$ cat src/design/wsdf_pkg.sv
// Package with the shared types and constants of the WebSocket frame deframer.
`timescale 1ns / 1ps

package wsdf_pkg;

    typedef logic [2:0] t_status;

    localparam t_status ST_OK         = 3'd0;
    localparam t_status ST_UNEXPECTED = 3'd1;
    localparam t_status ST_TOO_BIG    = 3'd2;
    localparam t_status ST_INCOMPLETE = 3'd3;
    localparam t_status ST_TRUNC_HDR  = 3'd4;

    localparam logic [7:0] RSV_MASK    = 8'h70;
    localparam logic [6:0] LEN_EXT16   = 7'd126;
    localparam logic [6:0] LEN_EXT64   = 7'd127;
    localparam logic [3:0] OP_TEXT_MAX = 4'd2;
    localparam logic [3:0] OP_CTRL_MIN = 4'd8;
    localparam logic [3:0] OP_CTRL_MAX = 4'd10;

    typedef struct packed {
        logic [7:0]  payload_byte;
        logic        byte_valid;
        logic        frame_done;
        t_status     status;
        logic [3:0]  frame_opcode;
        logic        fin_flag;
        logic        masked_flag;
        logic [31:0] payload_length;
        logic [3:0]  header_length;
    } t_result;

endpackage

$ cat src/design/wsdf_if.sv
// Stream interfaces for the deframer: received bytes in, results out.
`timescale 1ns / 1ps

interface wsdf_in_if;
    logic       valid;
    logic       ready;
    logic [7:0] data_byte;
    logic       buffer_last;

    modport source (output valid, output data_byte, output buffer_last, input ready);
    modport sink   (input valid, input data_byte, input buffer_last, output ready);
endinterface

interface wsdf_out_if;
    logic             valid;
    logic             ready;
    logic [7:0]       payload_byte;
    logic             byte_valid;
    logic             frame_done;
    logic [2:0]       status;
    logic [3:0]       frame_opcode;
    logic             fin_flag;
    logic             masked_flag;
    logic [31:0]      payload_length;
    logic [3:0]       header_length;

    modport source (
        output valid, output payload_byte, output byte_valid, output frame_done,
        output status, output frame_opcode, output fin_flag, output masked_flag,
        output payload_length, output header_length, input ready
    );
    modport sink (
        input valid, input payload_byte, input byte_valid, input frame_done,
        input status, input frame_opcode, input fin_flag, input masked_flag,
        input payload_length, input header_length, output ready
    );
endinterface

$ cat src/design/websocket_frame_deframer.sv
// A result appears in the output register in the cycle after its input beat is accepted.
// Throughput: one byte beat per cycle; the only stall is a full output register held by
// downstream, since all parsing is one pass of logic between the state and result registers.
// Beats that produce no result (most header bytes, trailing bytes) only update the state.
// Reset is synchronous and active low: the parser returns to the first header byte and
// the output register empties; no clearing pass is needed.
`timescale 1ns / 1ps

module websocket_frame_deframer (
    input  logic        i_clk,
    input  logic        i_rst_n,
    wsdf_in_if.sink     i_in,
    wsdf_out_if.source  o_out
);

    logic              accept;
    logic              can_take;
    logic              res_valid;
    wsdf_pkg::t_result res;

    assign i_in.ready = can_take;
    assign accept     = i_in.valid && can_take;

    wsdf_parser u_parser (
        .i_clk         (i_clk),
        .i_rst_n       (i_rst_n),
        .i_accept      (accept),
        .i_data_byte   (i_in.data_byte),
        .i_buffer_last (i_in.buffer_last),
        .o_res         (res),
        .o_res_valid   (res_valid)
    );

    wsdf_out_stage u_out_stage (
        .i_clk      (i_clk),
        .i_rst_n    (i_rst_n),
        .i_load     (accept && res_valid),
        .i_res      (res),
        .o_can_take (can_take),
        .o_out      (o_out)
    );

    // Every result carries a payload byte, a frame status, or both.
    a_result_nonempty: assert property (@(posedge i_clk) disable iff (!i_rst_n)
        o_out.valid |-> (o_out.byte_valid || o_out.frame_done))
        else $error("result with neither payload byte nor status");

    // Status fields stay zero unless the result ends the frame.
    a_status_zero: assert property (@(posedge i_clk) disable iff (!i_rst_n)
        (o_out.valid && !o_out.frame_done) |->
            (o_out.status == wsdf_pkg::ST_OK && o_out.payload_length == 32'd0 &&
             o_out.header_length == 4'd0))
        else $error("status fields set on a payload-only result");

    // An oversize frame reports no lengths.
    a_too_big_lengths: assert property (@(posedge i_clk) disable iff (!i_rst_n)
        (o_out.valid && o_out.frame_done && o_out.status == wsdf_pkg::ST_TOO_BIG) |->
            (o_out.payload_length == 32'd0 && o_out.header_length == 4'd0 &&
             !o_out.byte_valid))
        else $error("too-big status with lengths or payload");

    // A truncated header never comes with a payload byte or a payload length.
    a_trunc_no_payload: assert property (@(posedge i_clk) disable iff (!i_rst_n)
        (o_out.valid && o_out.frame_done && o_out.status == wsdf_pkg::ST_TRUNC_HDR) |->
            (!o_out.byte_valid && o_out.payload_length == 32'd0))
        else $error("truncated header status with payload");

    // An accepted beat that produces a result makes the output valid next cycle.
    a_result_lands: assert property (@(posedge i_clk) disable iff (!i_rst_n)
        (accept && res_valid) |=> o_out.valid)
        else $error("result lost in output register");

endmodule

$ cat src/design/wsdf_parser.sv
// Header parser, key capture and payload unmasking for one frame per buffer.
`timescale 1ns / 1ps

module wsdf_parser (
    input  logic               i_clk,
    input  logic               i_rst_n,
    input  logic               i_accept,
    input  logic [7:0]         i_data_byte,
    input  logic               i_buffer_last,
    output wsdf_pkg::t_result  o_res,
    output logic               o_res_valid
);

    typedef enum logic [2:0] {
        PH_FIRST,
        PH_SECOND,
        PH_EXT,
        PH_KEY,
        PH_PAYLOAD,
        PH_IGNORE
    } t_phase;

    t_phase      r_phase, n_phase;
    logic [3:0]  r_hidx, n_hidx;
    logic [15:0] r_fhb, n_fhb;
    logic [31:0] r_len, n_len;
    logic        r_hinz, n_hinz;
    logic [31:0] r_key, n_key;
    logic [31:0] r_pcnt, n_pcnt;
    logic        r_pend, n_pend;

    logic [3:0]  op;
    logic [6:0]  len7;
    logic        masked;
    logic [3:0]  ext_end;
    logic [3:0]  hdr_total;
    logic [31:0] pcnt_inc;
    logic [7:0]  key_byte;
    wsdf_pkg::t_status pend_status;

    function automatic wsdf_pkg::t_result put_status(
        input logic [15:0]       fhb,
        input wsdf_pkg::t_status st,
        input logic [31:0]       plen,
        input logic [3:0]        hlen
    );
        wsdf_pkg::t_result r;
        r                = '0;
        r.frame_done     = 1'b1;
        r.status         = st;
        r.frame_opcode   = fhb[11:8];
        r.fin_flag       = fhb[15];
        r.masked_flag    = fhb[7];
        r.payload_length = plen;
        r.header_length  = hlen;
        return r;
    endfunction

    assign op          = i_data_byte[3:0];
    assign len7        = n_fhb[6:0];
    assign masked      = n_fhb[7];
    assign ext_end     = (len7 == wsdf_pkg::LEN_EXT16) ? 4'd4 :
                         (len7 == wsdf_pkg::LEN_EXT64) ? 4'd10 : 4'd2;
    assign hdr_total   = ext_end + (masked ? 4'd4 : 4'd0);
    assign pcnt_inc    = r_pcnt + 32'd1;
    assign pend_status = r_pend ? wsdf_pkg::ST_UNEXPECTED : wsdf_pkg::ST_OK;

    always_comb begin
        case (r_pcnt[1:0])
            2'd0:    key_byte = r_key[31:24];
            2'd1:    key_byte = r_key[23:16];
            2'd2:    key_byte = r_key[15:8];
            default: key_byte = r_key[7:0];
        endcase
        if (!r_fhb[7]) begin
            key_byte = 8'h00;
        end
    end

    // Header fields first, so that the end-of-header checks see this beat's byte.
    always_comb begin
        n_fhb  = r_fhb;
        n_hidx = r_hidx;
        n_len  = r_len;
        n_hinz = r_hinz;
        n_key  = r_key;
        n_pend = r_pend;
        if (i_accept) begin
            case (r_phase)
                PH_FIRST: begin
                    n_fhb  = {i_data_byte, 8'h00};
                    n_hidx = 4'd1;
                    n_len  = '0;
                    n_hinz = 1'b0;
                    n_key  = '0;
                    n_pend = !((op <= wsdf_pkg::OP_TEXT_MAX) ||
                               (op >= wsdf_pkg::OP_CTRL_MIN && op <= wsdf_pkg::OP_CTRL_MAX));
                end
                PH_SECOND: begin
                    n_fhb  = {r_fhb[15:8], i_data_byte};
                    n_hidx = 4'd2;
                    n_len  = (i_data_byte[6:0] < wsdf_pkg::LEN_EXT16) ?
                             {25'd0, i_data_byte[6:0]} : '0;
                end
                PH_EXT: begin
                    // The upper four bytes of a 64-bit length only need to be zero.
                    if (r_fhb[6:0] == wsdf_pkg::LEN_EXT64 && r_hidx < 4'd6) begin
                        n_hinz = r_hinz | (i_data_byte != 8'h00);
                    end else begin
                        n_len = {r_len[23:0], i_data_byte};
                    end
                    n_hidx = r_hidx + 4'd1;
                end
                PH_KEY: begin
                    n_key  = {r_key[23:0], i_data_byte};
                    n_hidx = r_hidx + 4'd1;
                end
                default: begin
                end
            endcase
        end
    end

    always_comb begin
        n_phase     = r_phase;
        n_pcnt      = r_pcnt;
        o_res       = '0;
        o_res_valid = 1'b0;
        if (i_accept) begin
            case (r_phase)
                PH_FIRST: begin
                    n_pcnt = '0;
                    if (i_buffer_last) begin
                        o_res_valid      = 1'b1;
                        o_res.frame_done = 1'b1;
                        o_res.status     = wsdf_pkg::ST_UNEXPECTED;
                    end else if ((i_data_byte & wsdf_pkg::RSV_MASK) != 8'h00) begin
                        o_res_valid = 1'b1;
                        o_res       = put_status(n_fhb, wsdf_pkg::ST_UNEXPECTED, '0, '0);
                        n_phase     = PH_IGNORE;
                    end else begin
                        n_phase = PH_SECOND;
                    end
                end
                PH_SECOND, PH_EXT, PH_KEY: begin
                    if (len7 == wsdf_pkg::LEN_EXT64 && n_hidx == 4'd10 && n_hinz) begin
                        o_res_valid = 1'b1;
                        o_res       = put_status(n_fhb, wsdf_pkg::ST_TOO_BIG, '0, '0);
                        n_phase     = PH_IGNORE;
                    end else if (n_hidx < ext_end || n_hidx < hdr_total) begin
                        n_phase = (n_hidx < ext_end) ? PH_EXT : PH_KEY;
                        if (i_buffer_last) begin
                            o_res_valid = 1'b1;
                            o_res = put_status(n_fhb, wsdf_pkg::ST_TRUNC_HDR, '0, n_hidx);
                        end
                    end else begin
                        n_pcnt = '0;
                        if (n_len == 32'd0) begin
                            o_res_valid = 1'b1;
                            o_res       = put_status(n_fhb, pend_status, '0, hdr_total);
                            n_phase     = PH_IGNORE;
                        end else begin
                            n_phase = PH_PAYLOAD;
                            if (i_buffer_last) begin
                                o_res_valid = 1'b1;
                                o_res = put_status(n_fhb, wsdf_pkg::ST_INCOMPLETE,
                                                   n_len, hdr_total);
                            end
                        end
                    end
                end
                PH_PAYLOAD: begin
                    n_pcnt = pcnt_inc;
                    if (pcnt_inc == r_len) begin
                        o_res   = put_status(n_fhb, pend_status, r_len, hdr_total);
                        n_phase = PH_IGNORE;
                    end else if (i_buffer_last) begin
                        o_res = put_status(n_fhb, wsdf_pkg::ST_INCOMPLETE, r_len, hdr_total);
                    end
                    o_res_valid        = 1'b1;
                    o_res.payload_byte = i_data_byte ^ key_byte;
                    o_res.byte_valid   = 1'b1;
                end
                default: begin
                end
            endcase
            if (i_buffer_last) begin
                n_phase = PH_FIRST;
            end
        end
    end

    always_ff @(posedge i_clk) begin
        if (!i_rst_n) begin
            r_phase <= PH_FIRST;
            r_hidx  <= '0;
        end else begin
            r_phase <= n_phase;
            r_hidx  <= (i_accept && i_buffer_last) ? 4'd0 : n_hidx;
        end
        r_fhb  <= n_fhb;
        r_len  <= n_len;
        r_hinz <= n_hinz;
        r_key  <= n_key;
        r_pcnt <= n_pcnt;
        r_pend <= n_pend;
    end

endmodule

$ cat src/design/wsdf_out_stage.sv
// Result register that drives the output stream and tells upstream when a beat fits.
`timescale 1ns / 1ps

module wsdf_out_stage (
    input  logic              i_clk,
    input  logic              i_rst_n,
    input  logic              i_load,
    input  wsdf_pkg::t_result i_res,
    output logic              o_can_take,
    wsdf_out_if.source        o_out
);

    logic              r_valid;
    wsdf_pkg::t_result r_res;

    // A new beat may enter when the register is empty or its held result leaves in this same cycle.
    assign o_can_take = !r_valid || o_out.ready;

    always_ff @(posedge i_clk) begin
        if (!i_rst_n) begin
            r_valid <= 1'b0;
        end else if (i_load) begin
            r_valid <= 1'b1;
        end else if (o_out.ready) begin
            r_valid <= 1'b0;
        end
        if (i_load) begin
            r_res <= i_res;
        end
    end

    assign o_out.valid          = r_valid;
    assign o_out.payload_byte   = r_res.payload_byte;
    assign o_out.byte_valid     = r_res.byte_valid;
    assign o_out.frame_done     = r_res.frame_done;
    assign o_out.status         = r_res.status;
    assign o_out.frame_opcode   = r_res.frame_opcode;
    assign o_out.fin_flag       = r_res.fin_flag;
    assign o_out.masked_flag    = r_res.masked_flag;
    assign o_out.payload_length = r_res.payload_length;
    assign o_out.header_length  = r_res.header_length;

endmodule

$ cat src/flat_wrapper.sv
// flat-port wrapper written by rule: the top's interface ports become plain ports
module websocket_frame_deframer_flat 
  (i_clk, i_rst_n, i_in_valid, i_in_data_byte, i_in_buffer_last, i_in_ready, o_out_valid, o_out_payload_byte, o_out_byte_valid, o_out_frame_done, o_out_status, o_out_frame_opcode, o_out_fin_flag, o_out_masked_flag, o_out_payload_length, o_out_header_length, o_out_ready);
  wsdf_in_if i_in_i ();
  wsdf_out_if o_out_i ();
  input  logic i_clk;
  input  logic i_rst_n;
  input wire logic [$bits(i_in_i.valid)-1:0] i_in_valid;
  input wire logic [$bits(i_in_i.data_byte)-1:0] i_in_data_byte;
  input wire logic [$bits(i_in_i.buffer_last)-1:0] i_in_buffer_last;
  output wire logic [$bits(i_in_i.ready)-1:0] i_in_ready;
  output wire logic [$bits(o_out_i.valid)-1:0] o_out_valid;
  output wire logic [$bits(o_out_i.payload_byte)-1:0] o_out_payload_byte;
  output wire logic [$bits(o_out_i.byte_valid)-1:0] o_out_byte_valid;
  output wire logic [$bits(o_out_i.frame_done)-1:0] o_out_frame_done;
  output wire logic [$bits(o_out_i.status)-1:0] o_out_status;
  output wire logic [$bits(o_out_i.frame_opcode)-1:0] o_out_frame_opcode;
  output wire logic [$bits(o_out_i.fin_flag)-1:0] o_out_fin_flag;
  output wire logic [$bits(o_out_i.masked_flag)-1:0] o_out_masked_flag;
  output wire logic [$bits(o_out_i.payload_length)-1:0] o_out_payload_length;
  output wire logic [$bits(o_out_i.header_length)-1:0] o_out_header_length;
  input wire logic [$bits(o_out_i.ready)-1:0] o_out_ready;
  assign i_in_i.valid = i_in_valid;
  assign i_in_i.data_byte = i_in_data_byte;
  assign i_in_i.buffer_last = i_in_buffer_last;
  assign i_in_ready = i_in_i.ready;
  assign o_out_valid = o_out_i.valid;
  assign o_out_payload_byte = o_out_i.payload_byte;
  assign o_out_byte_valid = o_out_i.byte_valid;
  assign o_out_frame_done = o_out_i.frame_done;
  assign o_out_status = o_out_i.status;
  assign o_out_frame_opcode = o_out_i.frame_opcode;
  assign o_out_fin_flag = o_out_i.fin_flag;
  assign o_out_masked_flag = o_out_i.masked_flag;
  assign o_out_payload_length = o_out_i.payload_length;
  assign o_out_header_length = o_out_i.header_length;
  assign o_out_i.ready = o_out_ready;
  websocket_frame_deframer u_core (.i_clk(i_clk), .i_rst_n(i_rst_n), .i_in(i_in_i), .o_out(o_out_i));
endmodule
$ cat config.mk
export PLATFORM = sky130hd
export DESIGN_NAME = websocket_frame_deframer_flat
export DESIGN_NICKNAME = d
export VERILOG_FILES = /design/src/design/wsdf_pkg.sv /design/src/design/wsdf_if.sv /design/src/design/websocket_frame_deframer.sv /design/src/design/wsdf_parser.sv /design/src/design/wsdf_out_stage.sv /design/src/flat_wrapper.sv
export SDC_FILE = /design/constraint.sdc
export NUM_CORES = 1
export LEC_CHECK = 0
export BUFFER_PORTS_ARGS = -buffer_cell sky130_fd_sc_hd__buf_2
export CAP_MARGIN = 0
export CORE_MARGIN = 2
export CORE_UTILIZATION = 65
export DETAILED_ROUTE_END_ITERATION = 16
export PLACE_DENSITY = 0.9
export SLEW_MARGIN = 20
export SYNTH_ARGS = -nofsm -noshare
export SYNTH_HDL_FRONTEND = slang
export SYNTH_SLANG_ARGS = --single-unit
$ cat constraint.sdc
create_clock -name i_clk -period 16 [get_ports i_clk]
set_clock_uncertainty 0.2 [all_clocks]
set_input_delay 3.2 -clock i_clk [delete_from_list [all_inputs] [get_ports i_clk]]
set_output_delay 3.2 -clock i_clk [all_outputs]
set_load 0.02 [all_outputs]
# Word level (Yosys, flattened, before mapping)
# Index checks and enable logic that the tools add are counted.
[totals]
regBits = 177
word_cells = 127
[classes]
addsub = 3
magnitude_cmp = 7
n_eq_ne = 14
mux = 51
bitwise = 4
reduce_logical = 29
[ops]
columns = ["operator", "count"]
rows = [
  ["2-to-1 mux 46 bit", 6],
  ["case mux 32 bit (3 select lines)", 2],
  ["case mux 55 bit (3 select lines)", 1],
  ["2-to-1 mux 32 bit", 4],
  ["2-to-1 mux 55 bit", 2],
  ["case mux 32 bit (2 select lines)", 1],
  ["2-to-1 mux 42 bit", 1],
  ["adder 32 x 1 -> 32 bit (second input constant)", 1],
  ["equality test 32 bit", 1],
  ["zero test 32 bit", 1],
  ["case mux 16 bit (2 select lines)", 1],
  ["case mux 8 bit (3 select lines)", 1],
  ["equality test 7 bit (second input constant)", 3],
  ["2-to-1 mux 3 bit", 6],
  ["2-to-1 mux 16 bit", 1],
  ["2-to-1 mux 4 bit", 4],
  ["nonzero test 8 bit", 2],
  ["2-to-1 mux 1 bit", 14],
  ["case mux 4 bit (3 select lines)", 1],
  ["2-to-1 mux 9 bit", 1],
  ["case mux 3 bit (3 select lines)", 1],
  ["less-than comparator 4 bit", 2],
  ["2-to-1 mux 8 bit", 1],
  ["XOR 8 bit", 1],
  ["33 further kinds", 49],
]

# Logic depth before layout (Yosys ltp)
# Gate-level depths: netlist of run 1.
[depth]
depth_word = 16
mapped_depth = 19
ltp_nobuf = 17

# Modules after synthesis
# Synthesis of run 1 repeated with hierarchy kept, for this count alone.
[unflattened]
hier_cells = 869
hier_area_um2 = 9151.3
[by_module_without_submodules]
columns = ["mod", "n_inst", "cells_per_inst", "area_each_um2", "seq_area_each_um2"]
rows = [
  ["wsdf_parser", 1, 808, 7438.4, 3012.9],
  ["wsdf_out_stage", 1, 59, 1700.4, 1671.6],
  ["websocket_frame_deframer", 1, 2, 12.5, 0.0],
]

# Worst setup path before layout of run 1
# No wires, ideal clock.
[synth_path]
kind = "input-to-reg"
start = "in o_out_ready"
end = "reg u_core.u_out_stage.r_res (netlist bit u_core.u_out_stage.o_out.byte_valid), enable pin"
setup_ps = 552
arrival_ps = 9998
t_required_ps = 15248
path_slack_ps = 5250
stages = 16
path_cell_list = "nor2b_1 inv_1 clkbuf_1 nand3_1 mux2_2 nor2_1 clkinv_1 xnor2_1 inv_1 ha_1 o21a_1 o22a_1 o21ai_0 nor3_1 o22ai_1 a21boi_0"
[synth_between]
elab_chain_cells = 14
elab_cells_between_ends = 25
[synth_lines]
columns = ["item", "line_no", "source"]
rows = [
  ["start: declaration", "flat_wrapper.sv:22", "input wire logic [$bits(o_out_i.ready)-1:0] o_out_ready;"],
  ["logical OR 1 bit *", "wsdf_out_stage.sv:17", "assign o_can_take = !r_valid || o_out.ready;"],
  ["net i_in_ready", "flat_wrapper.sv:11", "output wire logic [$bits(i_in_i.ready)-1:0] i_in_ready;"],
  ["logical AND 1 bit *", "websocket_frame_deframer.sv:22", "assign accept = i_in.valid && can_take;"],
  ["2-to-1 mux 16 bit", "wsdf_parser.sv:88", "if (i_accept) begin"],
  ["equality test 7 bit", "wsdf_parser.sv:63, wsdf_parser.sv:146", ""],
  ["2-to-1 mux 4 bit", "wsdf_parser.sv:63", "(len7 == wsdf_pkg::LEN_EXT64) ? 4'd10 : 4'd2;"],
  ["2-to-1 mux 4 bit", "wsdf_parser.sv:62", "assign ext_end = (len7 == wsdf_pkg::LEN_EXT16) ? 4'd4 :"],
  ["adder 4 x 3 -> 4 bit", "wsdf_parser.sv:64", "assign hdr_total = ext_end + (masked ? 4'd4 : 4'd0);"],
  ["less-than comparator 4 bit", "wsdf_parser.sv:150", "end else if (n_hidx < ext_end || n_hidx < hdr_total) begin"],
  ["logical OR 1 bit", "wsdf_parser.sv:150", ""],
  ["2-to-1 mux 1 bit", "wsdf_parser.sv:150", ""],
  ["2-to-1 mux 1 bit", "wsdf_parser.sv:146", "if (len7 == wsdf_pkg::LEN_EXT64 && n_hidx == 4'd10 && n_hinz) begin"],
  ["case mux 1 bit (3 select lines)", "wsdf_parser.sv:130", "case (r_phase)"],
  ["2-to-1 mux 1 bit", "wsdf_parser.sv:129", "if (i_accept) begin"],
  ["logical AND 1 bit *", "websocket_frame_deframer.sv:37", ".i_load (accept && res_valid),"],
  ["net u_core.u_out_stage.i_load", "wsdf_out_stage.sv:7", "input logic i_load,"],
  ["end signal: assignment", "wsdf_out_stage.sv:28", "r_res <= i_res;"],
  ["end: declaration", "wsdf_out_stage.sv:14", "wsdf_pkg::t_result r_res;"],
]
# The timed path passes the listed nets; every way through them passes the cells marked *.
# A chain may end at the register's enable or synchronous reset.

# Worst setup path in the final report of run 1
[layout_path]
start = "in o_out_ready"
end = "reg u_core.u_out_stage.r_res (netlist bit u_core.u_out_stage.o_out.payload_length[25]), enable pin"
[layout_between]
elab_chain_cells = 14
elab_cells_between_ends = 25
[layout_lines]
columns = ["item", "line_no", "source"]
rows = [
  ["logical OR 1 bit *", "wsdf_out_stage.sv:17", ""],
  ["logical AND 1 bit *", "websocket_frame_deframer.sv:22", ""],
  ["2-to-1 mux 16 bit *", "wsdf_parser.sv:88", ""],
  ["net u_core.u_parser.n_fhb[0]", "wsdf_parser.sv:25", "logic [15:0] r_fhb, n_fhb;"],
  ["equality test 7 bit", "wsdf_parser.sv:63, wsdf_parser.sv:146", ""],
  ["2-to-1 mux 4 bit", "wsdf_parser.sv:63", ""],
  ["2-to-1 mux 4 bit", "wsdf_parser.sv:62", ""],
  ["adder 4 x 3 -> 4 bit", "wsdf_parser.sv:64", ""],
  ["less-than comparator 4 bit", "wsdf_parser.sv:150", ""],
  ["logical OR 1 bit", "wsdf_parser.sv:150", ""],
  ["2-to-1 mux 1 bit", "wsdf_parser.sv:150", ""],
  ["2-to-1 mux 1 bit *", "wsdf_parser.sv:146", ""],
  ["case mux 1 bit (3 select lines) *", "wsdf_parser.sv:130", ""],
  ["2-to-1 mux 1 bit *", "wsdf_parser.sv:129", ""],
  ["logical AND 1 bit *", "websocket_frame_deframer.sv:37", ""],
  ["net u_core.u_out_stage.i_load", "wsdf_out_stage.sv:7", ""],
]
# Marks and branches as above.

==> results of run 1 <==
[routing by layer]
layer / vias to the layer above / share of wire (%) / routed length (um)
li1: 3426 / - / -
met1: 3657 / 41 / 10210
met2: 569 / 45 / 11170
met3: 70 / 11 / 2763
met4: 0 / 2.5 / 622
met5: - / 0 / 0
[power by group]
| group | total (mW) | internal, mW | switching (mW) |
|---|---|---|---|
| Combinational | 0.135 | 0.0443 | 0.0908 |
| Clock | 0.402 | 0.207 | 0.195 |
| Sequential | 0.544 | 0.516 | 0.0278 |
[metrics by stage]
stage | worst slack, ns | hold WS [ns] | util, %
after global routing | 7.881 | 0.2860 | 73.39
after detailed placement | 7.968 | 0.2437 | 68.99
final | 8.421 | 0.2795 | 73.39
after CTS | 8.394 | 0.2606 | 73.14
after floorplan | 5.250 | 0.2247 | -
after global placement | 8.098 | 0.2374 | 68.99
[flip-flops by register name, summed over array words and instances, names as in the netlist]
| name | count |
|---|---|
| u_core.u_out_stage.o_out.payload_length | 32 |
| u_core.u_parser.r_key | 32 |
| u_core.u_parser.r_len | 32 |
| u_core.u_parser.r_pcnt | 32 |
| u_core.u_parser.r_fhb | 13 |
| u_core.u_out_stage.o_out.payload_byte | 8 |
| u_core.u_out_stage.o_out.frame_opcode | 4 |
| u_core.u_out_stage.o_out.header_length | 4 |
| u_core.u_parser.r_hidx | 4 |
| u_core.u_out_stage.o_out.status | 3 |
| u_core.u_parser.r_phase | 3 |
| u_core.u_out_stage.o_out.byte_valid | 1 |
| u_core.u_out_stage.o_out.fin_flag | 1 |
| u_core.u_out_stage.o_out.frame_done | 1 |
| u_core.u_out_stage.o_out.masked_flag | 1 |
| u_core.u_out_stage.o_out.valid | 1 |
| u_core.u_parser.r_hinz | 1 |
| u_core.u_parser.r_pend | 1 |
[how the worst max path moves through the flow]
stage,from,cells past startpoint,to,slack (ns)
after CTS,o_out_ready,16,u_core.u_parser.r_pcnt[6],8.39
final,o_out_ready,18,u_core.u_out_stage.o_out.payload_length[25],8.42
after global placement,o_out_ready,15,u_core.u_parser.r_pcnt[3],8.10
after floorplan,o_out_ready,16,u_core.u_out_stage.o_out.byte_valid,5.25
after detailed placement,o_out_ready,16,u_core.u_parser.r_pcnt[3],7.97
after global routing,o_out_ready,18,u_core.u_out_stage.o_out.payload_length[12],7.88
[area by class of cell]
| cell class | count | area, sq um |
|---|---|---|
| sequential | 174 | 4684 |
| multi-input combinational | 629 | 4115 |
| fill | 946 | 3665 |
| clock buffer | 17 | 425.4 |
| timing repair buffer | 76 | 417.9 |
| tap | 180 | 225.2 |
| clock inverter | 15 | 146.4 |
| inverter | 25 | 93.84 |
[synthesized netlist by cell type, drive strengths merged, types with 9 or more instances]
cell	instances
edfxtp	120
nand2	87
nor2	76
a22o	64
dfxtp	54
and2	39
clkbuf	35
nand4	31
o21ai	31
xor2	26
a21oi	25
nor4	25
inv	24
nor3	22
buf	20
xnor2	20
nand3	19
nand2b	12
ha	9
nor2b	9
[cell families (layout without fill, tap and decap cells)]
| family | count (synthesis) | after routing | synth area share, % |
|---|---|---|---|
| simple gates | 364 | 364 | 21.12 |
| compound gates | 196 | 196 | 16.21 |
| flops | 174 | 174 | 51.59 |
| buf+inv | 80 | 133 | 3.624 |
| xor+xnor | 47 | 47 | 4.685 |
| mux | 13 | 13 | 1.530 |
| fa+ha+maj | 9 | 9 | 1.240 |
[layout by cell type (no fill, tap or decap), types with 23 or more instances in the layout]
cell type                  netlist  layout
sky130_fd_sc_hd__nor2_1         75      75
sky130_fd_sc_hd__o21ai_0        30      29
sky130_fd_sc_hd__edfxtp_1      120     120
sky130_fd_sc_hd__and2_1         39      39
sky130_fd_sc_hd__buf_2          11      69
sky130_fd_sc_hd__inv_1          24      24
sky130_fd_sc_hd__xor2_1         26      26
sky130_fd_sc_hd__a21oi_1        25      23
sky130_fd_sc_hd__dfxtp_1        54      54
sky130_fd_sc_hd__nand2_1        87      87
sky130_fd_sc_hd__a22o_1         64      64
sky130_fd_sc_hd__nand4_1        31      31
[worst min-delay path, cell delays in order, from the launching register on]
cell and delay, ns:
sky130_fd_sc_hd__dfxtp_1 0.33, sky130_fd_sc_hd__nand2_1 0.06, sky130_fd_sc_hd__o21ai_0 0.06
==> results.md, run 1 <==
- Status: complete, no violations
- Critical path fanouts, max: 55
- Largest net degree at the start of global routing: 56
- Asr flop ratio synth: 0%
- Share of the cycle needed by the critical path after routing: 47.37%
- Destination of the worst register-to-register timing path: u_core.u_out_stage.o_out.payload_length[16]
- Classification of the worst setup path: in2reg
- GRT Overall Usage: 34.25%
- Max-Cap Viols: 0
- Min-delay src: u_core.u_parser.r_fhb[1]
- Post-route ant nets: 0
- Startpoint of the worst register-to-register path: u_core.u_parser.r_pcnt[0]
- Required time at the endpoint of the critical path: 15.87 ns
- Root Driver: sky130_fd_sc_hd__clkbuf_16
- Post-synthesis to final-layout area growth: 11.33%
- Post-detail-place hpwl: 16620 um
- Via count of the first global-routing pass: 6984
- # diodes: 0
- Cell with the biggest individual delay on the critical path: sky130_fd_sc_hd__buf_4
- Final Wtd Congestion: 0.9805
- Highest clock rate: 131.9 MHz
- Height of the chip: 122.2 um
- Endpoints failing hold: 0
- Floorplan row count: 43
- Pins Over Slew Limit: 0
- CP arrival: 7.45 ns
- Min-Delay Path Depth: 2
- Inst Count DP: 1083
- Kind of end point of the critical path: flip-flop
- Number of cells produced by synthesis: 883
- Remaining design rule violation count: 0
- Sink count of the clock tree: 174
- Number of antenna violations at the first check in global routing: 0
- Final instance area: 10110 sq um
- Share of post-route cells with drive strength above 1: 14.64%
- Area share of the largest cell type after synthesis: 39.69%
- Average size of a mapped cell: 10.28 sq um
- Ys flop type: sky130_fd_sc_hd__edfxtp_1
- Final setup violation count: 0
- Synth cell types: 71
- Critical path's largest stage delay: 0.59 ns
- Number of cells traversed by the worst register-to-register path: 11
- Vias per cell: 6.919
- Total nets after synthesis: 905
- Total of warnings raised by yosys: 0
- Clock tree from TritonCTS: built
- Wire length of the first global-routing pass: 38870 um
- Ordered cell list for the critical path: buf_2 -> nor2b_1 -> inv_1 -> nand3_1 -> mux2i_1 -> inv_1 -> nor2_1 -> clkinv_1 -> xnor2_1 -> inv_1 -> ha_1 -> o21a_1 -> o22a_1 -> o21ai_0 -> nor3_1 -> o22ai_1 -> a21boi_4 -> buf_4
- Final min period: 7.579 ns
- Number of buffers created by CTS: 17
- Combined buffer and inverter count along the critical path: 6
- Clock latency on the worst-skew pair: 0.44 ns
- Number of non-filler instances in the completed layout: 1116
- Maximum level of the CTS H-tree: 4
- Total congestion overflow after global routing: 0
- Clock slew seen by the registers of the worst setup and hold paths: 0.08 ns
- Number of nets in the layout: 945
- Library cell with the largest summed area after synthesis: sky130_fd_sc_hd__edfxtp_1
- Worst-case hold path end point: u_core.u_parser.r_fhb[1]
- Max Buffers Root-to-Sink: 2
- Post-route setup TNS: 0 ns
- Boundary Pins: 70
- Sequential cell area fraction in the yosys report: 51.59%
- Met1 capacity usage during global routing: 49.98%
- Final Total Pwr: 1.081 mW
- Detailed router's first-iteration violation count: 1494
- Max-slew headroom at the worst pin: 27.65%
- Placeable Area: 13770 sq um
- Count of flip-flops with a built-in enable after synthesis: 120
- Kind of launch point of the worst setup path: primary input
- Largest voltage drop on the vdd net: 0.00008248 V
- Hold Buf Count CTS: 0
- Register-to-register setup slack: 10.76 ns
- Power per cell area: 106.9 nW/um^2
- Register bit count reported by yosys: 174
- Met3 capacity usage during global routing: 7.163%
- Overall die width: 122.2 um
- GRT busiest layer: met2
- Slew at the pin closest to its max-slew limit: 1.085 ns
- Most repeated library cell on the critical path: sky130_fd_sc_hd__inv_1
- Initial Util: 65.92%
- RSZ-0062 raised after global routing: false
- Resized cells post-CTS: 0
- Kind of cell adding the most delay to the critical path: buffers and inverters
- Routed vias: 7722
- Class of the worst hold path: reg2reg
- Largest cells by area after synthesis: sky130_fd_sc_hd__edfxtp_1, sky130_fd_sc_hd__dfxtp_1, sky130_fd_sc_hd__a22o_1
- Post-synthesis instance area: 9080 sq um
- Placed instance area: 9502 sq um
- Die Area: 14930 sq um
- Routed wirelength normalized by instance count: 22.19 um
- Global routing usage on met2: 51.12%
- Buffers on Ports: 69
- Number of buffers inserted by post-CTS setup repair: 0
- Iteration count of the initial detailed-routing pass: 6
- P_leak: 3.656 nW
- Total wire length after detailed routing: 24770 um
No activity file was read; power rests on OpenSTA's default activity.
==> inputs of run 2 (changes only) <==
CORE_UTILIZATION = 61   (was 65)
PLACE_DENSITY = 0.86   (was 0.9)
clock period = 7.1 ns   (was 16 ns; I/O delays follow)
==> results.md, run 2 (synthesis gave the netlist of run 1 again) <==
- Overall die width: 126.0 um (+3.1%)
- GRT Overall Usage: 30.81% (-3.4 points)
- Class of the worst hold path: reg2reg
- P_leak: 3.638 nW (-0.50%)
- Cell with the biggest individual delay on the critical path: sky130_fd_sc_hd__buf_4
- Clock slew seen by the registers of the worst setup and hold paths: 0.07 ns (about the same)
- Total wire length after detailed routing: 24820 um (+0.22%)
- Highest clock rate: 164.2 MHz
- Classification of the worst setup path: in2reg
- Root Driver: sky130_fd_sc_hd__clkbuf_16
- Maximum level of the CTS H-tree: 4 (unchanged)
- Most common cell after layout, fill and taps aside: sky130_fd_sc_hd__edfxtp_1
- Placeable Area: 14530 sq um (+5.5%)
- Initial Util: 62.47% (-3.5 points)
- Post-route setup TNS: 0 ns (unchanged)
- Routed wirelength normalized by instance count: 22.14 um (-0.22%)
- Number of filler instances in the final layout: 1052 (+11%)
- Detailed router's first-iteration violation count: 1196 (-20%)
- Wire length of the first global-routing pass: 38320 um (-1.4%)
- Multi-input logic area: 4108 sq um (-0.18%)
- Kind of end point of the critical path: flip-flop
- Final Wtd Congestion: 0.9734 (-0.72%)
- Final Total Pwr: 2.428 mW (+120%)
- Post-route ant nets: 0 (unchanged)
- CP arrival: 5.95 ns (-1.50 ns)
- Number of antenna violations at the first check in global routing: 0 (unchanged)
- Area occupied by registers: 4684 sq um (unchanged)
- Critical path's largest stage delay: 0.60 ns (about the same)
- Kind of launch point of the worst setup path: primary input
- Slew at the pin closest to its max-slew limit: 1.036 ns (-0.04950 ns)
- Iteration count of the initial detailed-routing pass: 5 (-1)
- Placed instance area: 9522 sq um (+0.21%)
- Clock tree from TritonCTS: built
- Number of buffers inserted by post-CTS setup repair: 0 (unchanged)
- Largest net degree at the start of global routing: 56 (unchanged)
- Clock latency on the worst-skew pair: 0.44 ns (about the same)
- Status: complete, no violations
- Die Area: 15880 sq um (+6.3%)
- Largest voltage drop on the vdd net: 0.0001576 V (+91%)
- Required time at the endpoint of the critical path: 6.96 ns (-8.91 ns)
- Height of the chip: 126.0 um (+3.1%)
- Final min period: 6.088 ns
- Critical path fanouts, max: 55 (unchanged)
- Post-detail-place hpwl: 16700 um (+0.47%)
- Final instance area: 10070 sq um (-0.35%)
- Vias per cell: 6.926 (about the same)
- Commonest cells after routing, fill and taps aside: sky130_fd_sc_hd__edfxtp_1, sky130_fd_sc_hd__nand2_1, sky130_fd_sc_hd__nor2_1
- Post-synthesis to final-layout area growth: 10.94%
- Share of post-route cells with drive strength above 1: 14.62% (-0.016 points)
- Buffers on Ports: 69 (unchanged)
- Total congestion overflow after global routing: 0 (unchanged)
- Ordered cell list for the critical path: buf_2 -> nor2b_1 -> inv_1 -> nand3_1 -> mux2i_1 -> inv_1 -> nor2_1 -> clkinv_1 -> xnor2_1 -> inv_1 -> ha_1 -> o21a_1 -> o22a_1 -> o21ai_0 -> nor3_1 -> o22ai_1 -> a21boi_4 -> buf_4
- Pins Over Slew Limit: 0 (unchanged)
- Max Buffers Root-to-Sink: 2 (unchanged)
- RSZ-0062 raised after global routing: false
- Max-Cap Viols: 0 (unchanged)
- # diodes: 0 (unchanged)
- Routed vias: 7764 (+0.54%)
- Hold Buf Count CTS: 0 (unchanged)
- Endpoints failing hold: 0 (unchanged)
- Number of nets in the layout: 946 (+0.11%)
- Boundary Pins: 70 (unchanged)
- Sink count of the clock tree: 174 (unchanged)
- Power per cell area: 241.0 nW/um^2 (+130%)
- Core Util, Final: 69.31% (-4.1 points)
- Most repeated library cell on the critical path: sky130_fd_sc_hd__inv_1
- Via count of the first global-routing pass: 6988 (+0.057%)
- Final setup violation count: 0 (unchanged)
- Floorplan row count: 44 (+2.3%)
- Remaining design rule violation count: 0 (unchanged)
- Number of buffers created by CTS: 17 (unchanged)
- Max-slew headroom at the worst pin: 30.95% (+3.3 points)
- Share of the cycle needed by the critical path after routing: 85.75%
- Resized cells post-CTS: 0 (unchanged)
## run 2: area by class of cell
cell class / instances / share of cell area (%)
repair buffers: 77 / 4.024
well taps: 184 / 2.285
clock inverters: 14 / 1.217
flip-flops and latches: 174 / 46.50
clock buffers: 18 / 4.260
inverters: 25 / 0.9316
multi-input cells: 629 / 40.78
## run 2: critical path, delay by kind of cell
family | cells | cell delay (ns)
buffers and inverters | 6 | 1.42
and+or+nand+nor | 4 | 1.37
AOI/OAI and AO/OA | 5 | 0.79
muxes | 1 | 0.32
adders and majority gates | 1 | 0.28
xor gates and xnor gates | 1 | 0.26
## run 2: through the flow
step                cells  hold WS, ns  worst slack, ns
global placement     1089       0.2356            1.019
global route         1121       0.2843           0.6593
detailed placement   1089       0.2479           0.7645
CTS                  1121       0.2641            1.169
finish               1121       0.2667            1.012
floorplan             883       0.2247           0.7449
## run 2: metal layers
metal / global-route usage [%] / vias up / part of all wire (%)
met4: 12.48 / 0 / 3.3
met5: 0 / - / 0
met2: 46.36 / 553 / 46
met1: 44.13 / 3700 / 41
met3: 6.202 / 87 / 10
li1: - / 3424 / -
## run 2: worst paths after layout
| path | start | end | slack, ns | cells past startpoint |
|---|---|---|---|---|
| hold reg to reg | u_core.u_parser.r_fhb[4] | u_core.u_parser.r_fhb[4] | 0.27 | 2 |
| hold / removal | u_core.u_parser.r_fhb[4] | u_core.u_parser.r_fhb[4] | 0.27 | 2 |
| setup / recovery | o_out_ready | u_core.u_out_stage.o_out.payload_length[17] | 1.01 | 18 |
| setup reg to reg | u_core.u_out_stage.o_out.valid | u_core.u_out_stage.o_out.payload_length[17] | 1.73 | 17 |
## run 2: power by group
part | switching (mW) | internal [mW]
clock network | 0.439 | 0.462
logic | 0.203 | 0.0978
registers | 0.0627 | 1.16
==> inputs of run 3 (changes only) <==
SYNTH_HIERARCHICAL = 1   (was not set)
==> results.md, run 3 <==
- Final Wtd Congestion: 0.9968 (+2.4%)
- # diodes: 0 (unchanged)
- Critical path's largest stage delay: 0.74 ns (+0.14 ns)
- Final min period: 5.821 ns (-0.2677 ns)
- Number of nets in the layout: 922 (-2.5%)
- Remaining design rule violation count: 0 (unchanged)
- Max-Cap Viols: 0 (unchanged)
- Class of the worst hold path: reg2reg
- Placed instance area: 9504 sq um (-0.18%)
- Critical path fanouts, max: 56 (+1.8%)
- Post-synthesis to final-layout area growth: 10.88% (about the same)
- Resized cells post-CTS: 0 (unchanged)
- Root Driver: sky130_fd_sc_hd__clkbuf_16
- Met1 capacity usage during global routing: 37.65% (-6.5 points)
- Count of flip-flops with a built-in enable after synthesis: 120 (unchanged)
- Floorplan row count: 44 (unchanged)
- Total of warnings raised by yosys: 6 (+6)
- Cell with the biggest individual delay on the critical path: sky130_fd_sc_hd__nor3b_1
- Share of post-route cells with drive strength above 1: 15.88% (+1.3 points)
- Relative contribution of sequential cells to total power: 48.8% (-1.7 points)
- Startpoint of the worst register-to-register path: u_core/u_parser/r_pcnt[0]
- Share of total power consumed by net switching: 26.65% (-2.4 points)
- Library cell with the largest summed area after synthesis: sky130_fd_sc_hd__edfxtp_1
- Register bit count reported by yosys: 174 (unchanged)
- Max Buffers Root-to-Sink: 2 (unchanged)
- Classification of the worst setup path: in2reg
- Largest voltage drop on the vdd net: 0.0001797 V (+14%)
- Ys flop type: sky130_fd_sc_hd__edfxtp_1
- Initial Util: 62.73% (+0.25 points)
- Max-slew headroom at the worst pin: 34.43% (+3.5 points)
- Post-detail-place hpwl: 14730 um (-12%)
- Multi-input logic area: 4098 sq um (-0.24%)
- Final instance area: 10150 sq um (+0.73%)
- Kind of cell adding the most delay to the critical path: simple AND/OR/NAND/NOR gates
- Cell types with the highest counts after synthesis: sky130_fd_sc_hd__edfxtp_1, sky130_fd_sc_hd__nand2_1, sky130_fd_sc_hd__a22o_1
- Total congestion overflow after global routing: 0 (unchanged)
- Largest net degree at the start of global routing: 57 (+1.8%)
- Global routing usage on met2: 42.34% (-4.0 points)
- Die Area: 16000 sq um (+0.76%)
- Routed vias: 7251 (-6.6%)
- Boundary Pins: 70 (unchanged)
- P_leak: 3.650 nW (+0.33%)
- Kind of launch point of the worst setup path: primary input
- Hold Buf Count CTS: 0 (unchanged)
- Share of the cycle needed by the critical path after routing: 81.98% (-3.8 points)
- Average size of a mapped cell: 10.53 sq um (+2.4%)
- Endpoints failing hold: 0 (unchanged)
- Most common cell after layout, fill and taps aside: sky130_fd_sc_hd__edfxtp_1
- Sink count of the clock tree: 174 (unchanged)
- Kind of end point of the critical path: flip-flop
- Clock slew seen by the registers of the worst setup and hold paths: 0.07 ns (about the same)
- Maximum level of the CTS H-tree: 4 (unchanged)
- Total nets after synthesis: 891 (-1.5%)
- Power per cell area: 245.3 nW/um^2 (+1.8%)
- Detailed router's first-iteration violation count: 1170 (-2.2%)
- Ordered cell list for the critical path: buf_2 -> nand2b_4 -> and2_1 -> nor3b_1 -> nor4_1 -> a31oi_1 -> xnor2_1 -> ha_1 -> o21a_1 -> o22ai_1 -> a31o_2 -> nor4_1 -> o31ai_1 -> a21oi_1 -> and3_2 -> buf_4
- Pre-CTS worst setup slack: 0.9469 ns (+0.1824 ns)
- Critical Path Source: o_out_ready
- Highest clock rate: 171.8 MHz (+4.6%)
- Most repeated library cell on the critical path: sky130_fd_sc_hd__nor4_1
- Height of the chip: 126.5 um (+0.38%)
- Met3 capacity usage during global routing: 6.580% (+0.38 points)
- Status: complete, no violations
- Overall die width: 126.5 um (+0.38%)
- Via count of the first global-routing pass: 6656 (-4.8%)
- Area occupied by registers: 4684 sq um (unchanged)
- Internal Dissipation: 1.826 mW (+6.0%)
- Combined buffer and inverter count along the critical path: 2 (-4)
- GRT busiest layer: met2
- Largest cells by area after synthesis: sky130_fd_sc_hd__edfxtp_1, sky130_fd_sc_hd__dfxtp_1, sky130_fd_sc_hd__a22o_1
- Slew at the pin closest to its max-slew limit: 0.9826 ns (-0.05312 ns)
- Asr flop ratio synth: 0% (unchanged)
- CP arrival: 5.69 ns (-0.26 ns)
- Required time at the endpoint of the critical path: 6.96 ns (about the same)
- Vias per cell: 6.610 (-4.6%)
- Wire length of the first global-routing pass: 34530 um (-9.9%)
- Area share of the largest cell type after synthesis: 39.38% (-0.31 points)
- Pins Over Slew Limit: 0 (unchanged)
- Comb power frac: 11.0% (-1.4 points)
- Sw power: 0.6633 mW (-5.9%)
- Commonest cells after routing, fill and taps aside: sky130_fd_sc_hd__edfxtp_1, sky130_fd_sc_hd__nand2_1, sky130_fd_sc_hd__buf_2
- Number of buffers inserted by post-CTS setup repair: 0 (unchanged)
- Number of antenna violations at the first check in global routing: 0 (unchanged)
- Number of filler instances in the final layout: 1020 (-3.0%)
- Sequential cell area fraction in the yosys report: 51.19% (-0.40 points)
- Number of buffers created by CTS: 17 (unchanged)
- Post-synthesis instance area: 9151 sq um (+0.79%)
- Routed wirelength normalized by instance count: 20.09 um (-9.3%)
- Min-delay src: u_core/u_parser/r_fhb[3]
- Final setup violation count: 0 (unchanged)
- Synth cell types: 77 (+8.5%)
- RSZ-0062 raised after global routing: false
- Clock latency on the worst-skew pair: 0.44 ns (about the same)
- Buffers on Ports: 69 (unchanged)
- Clock share of power: 40.2% (+3.1 points)
- GRT Overall Usage: 27.36% (-3.4 points)
- Cell with the most instances after synthesis: sky130_fd_sc_hd__edfxtp_1
- Post-route setup TNS: 0 ns (unchanged)
- Clock tree from TritonCTS: built
- Iteration count of the initial detailed-routing pass: 6 (+1)
- Core Util, Final: 69.55% (+0.24 points)
- Post-route ant nets: 0 (unchanged)
- Total wire length after detailed routing: 22040 um (-11%)
- Minimum setup slack in the final design: 1.279 ns (+0.2677 ns)
- Placeable Area: 14590 sq um (+0.38%)
- Number of cells produced by synthesis: 869 (-1.6%)
## run 3: cell count changes after synthesis, moves of 5 or more
cell | before | now
sky130_fd_sc_hd__buf_2 | 11 | 6
sky130_fd_sc_hd__nand4_1 | 31 | 18
sky130_fd_sc_hd__nor2_1 | 75 | 62
sky130_fd_sc_hd__xor2_1 | 26 | 18
sky130_fd_sc_hd__nand2_1 | 87 | 71
sky130_fd_sc_hd__a21oi_1 | 25 | 18
sky130_fd_sc_hd__nand2b_1 | 12 | 6
sky130_fd_sc_hd__inv_1 | 24 | 29
sky130_fd_sc_hd__xnor2_1 | 20 | 43
sky130_fd_sc_hd__nand3_1 | 19 | 26
sky130_fd_sc_hd__clkbuf_1 | 35 | 45
sky130_fd_sc_hd__nor3b_1 | 1 | 10
## run 3: path summary, 6_finish.rpt
kind | cells past startpoint | to | slack (ns)
setup / recovery | 16 | u_core/u_out_stage/o_out.payload_length[19] | 1.28
hold reg to reg | 2 | u_core/u_parser/r_fhb[3] | 0.25
setup reg to reg | 10 | u_core/u_out_stage/o_out.payload_length[26] | 1.58
hold / removal | 2 | u_core/u_parser/r_fhb[3] | 0.25
## run 3: area by class of cell
cell class	instances	area share, %
Timing Repair Buffer	74	3.773
Sequential cell	174	46.17
Tap cell	184	2.269
Inverter	29	1.073
Clock buffer	17	4.192
Clock inverter	15	2.146
Multi-Input combinational cell	604	40.38
## run 3: per-stage QoR
| stage | cells | hold slack, ns | power (mW) |
|---|---|---|---|
| finish | 1097 | 0.2458 | 2.489 |
| global route | 1097 | 0.2646 | 2.573 |
| CTS | 1097 | 0.2447 | 2.496 |
| detailed placement | 1065 | 0.2356 | 1.501 |
| global placement | 1065 | 0.2252 | 1.494 |
| floorplan | 869 | 0.2152 | 1.420 |
## run 3: routing by layer
layer	up-vias	routed length, um	share of wire [%]
met1	3451	9170	42
met4	0	673	3.1
met2	400	10140	46
li1	3321	-	-
met5	-	0	0
met3	79	2054	9.3
## run 3: tightest hold or removal path, stage by stage (launching register included)
cell and delay, ns:
sky130_fd_sc_hd__dfxtp_1 0.31, sky130_fd_sc_hd__nand2_1 0.05, sky130_fd_sc_hd__nand2_1 0.04
## run 3: power by group through the flow
stage / sequential (mW) / clock [mW] / combinational, mW
floorplan: 1.23 / 0 / 0.192
global placement: 1.23 / 0 / 0.262
detailed placement: 1.23 / 0 / 0.267
CTS: 1.21 / 1.01 / 0.269
global route: 1.22 / 1.06 / 0.295
finish: 1.21 / 1.00 / 0.273
## run 3: logic make-up after synthesis
kind of cell / Yosys count / share of synthesized area [%]
buffers and inverters: 91 / 4.279
AND/OR/NAND/NOR: 331 / 19.61
XOR/XNOR: 63 / 6.330
multiplexers: 14 / 1.627
adder cells (fa/ha/maj): 9 / 1.231
AO/OA/AOI/OAI: 187 / 15.74
flip-flops: 174 / 51.19
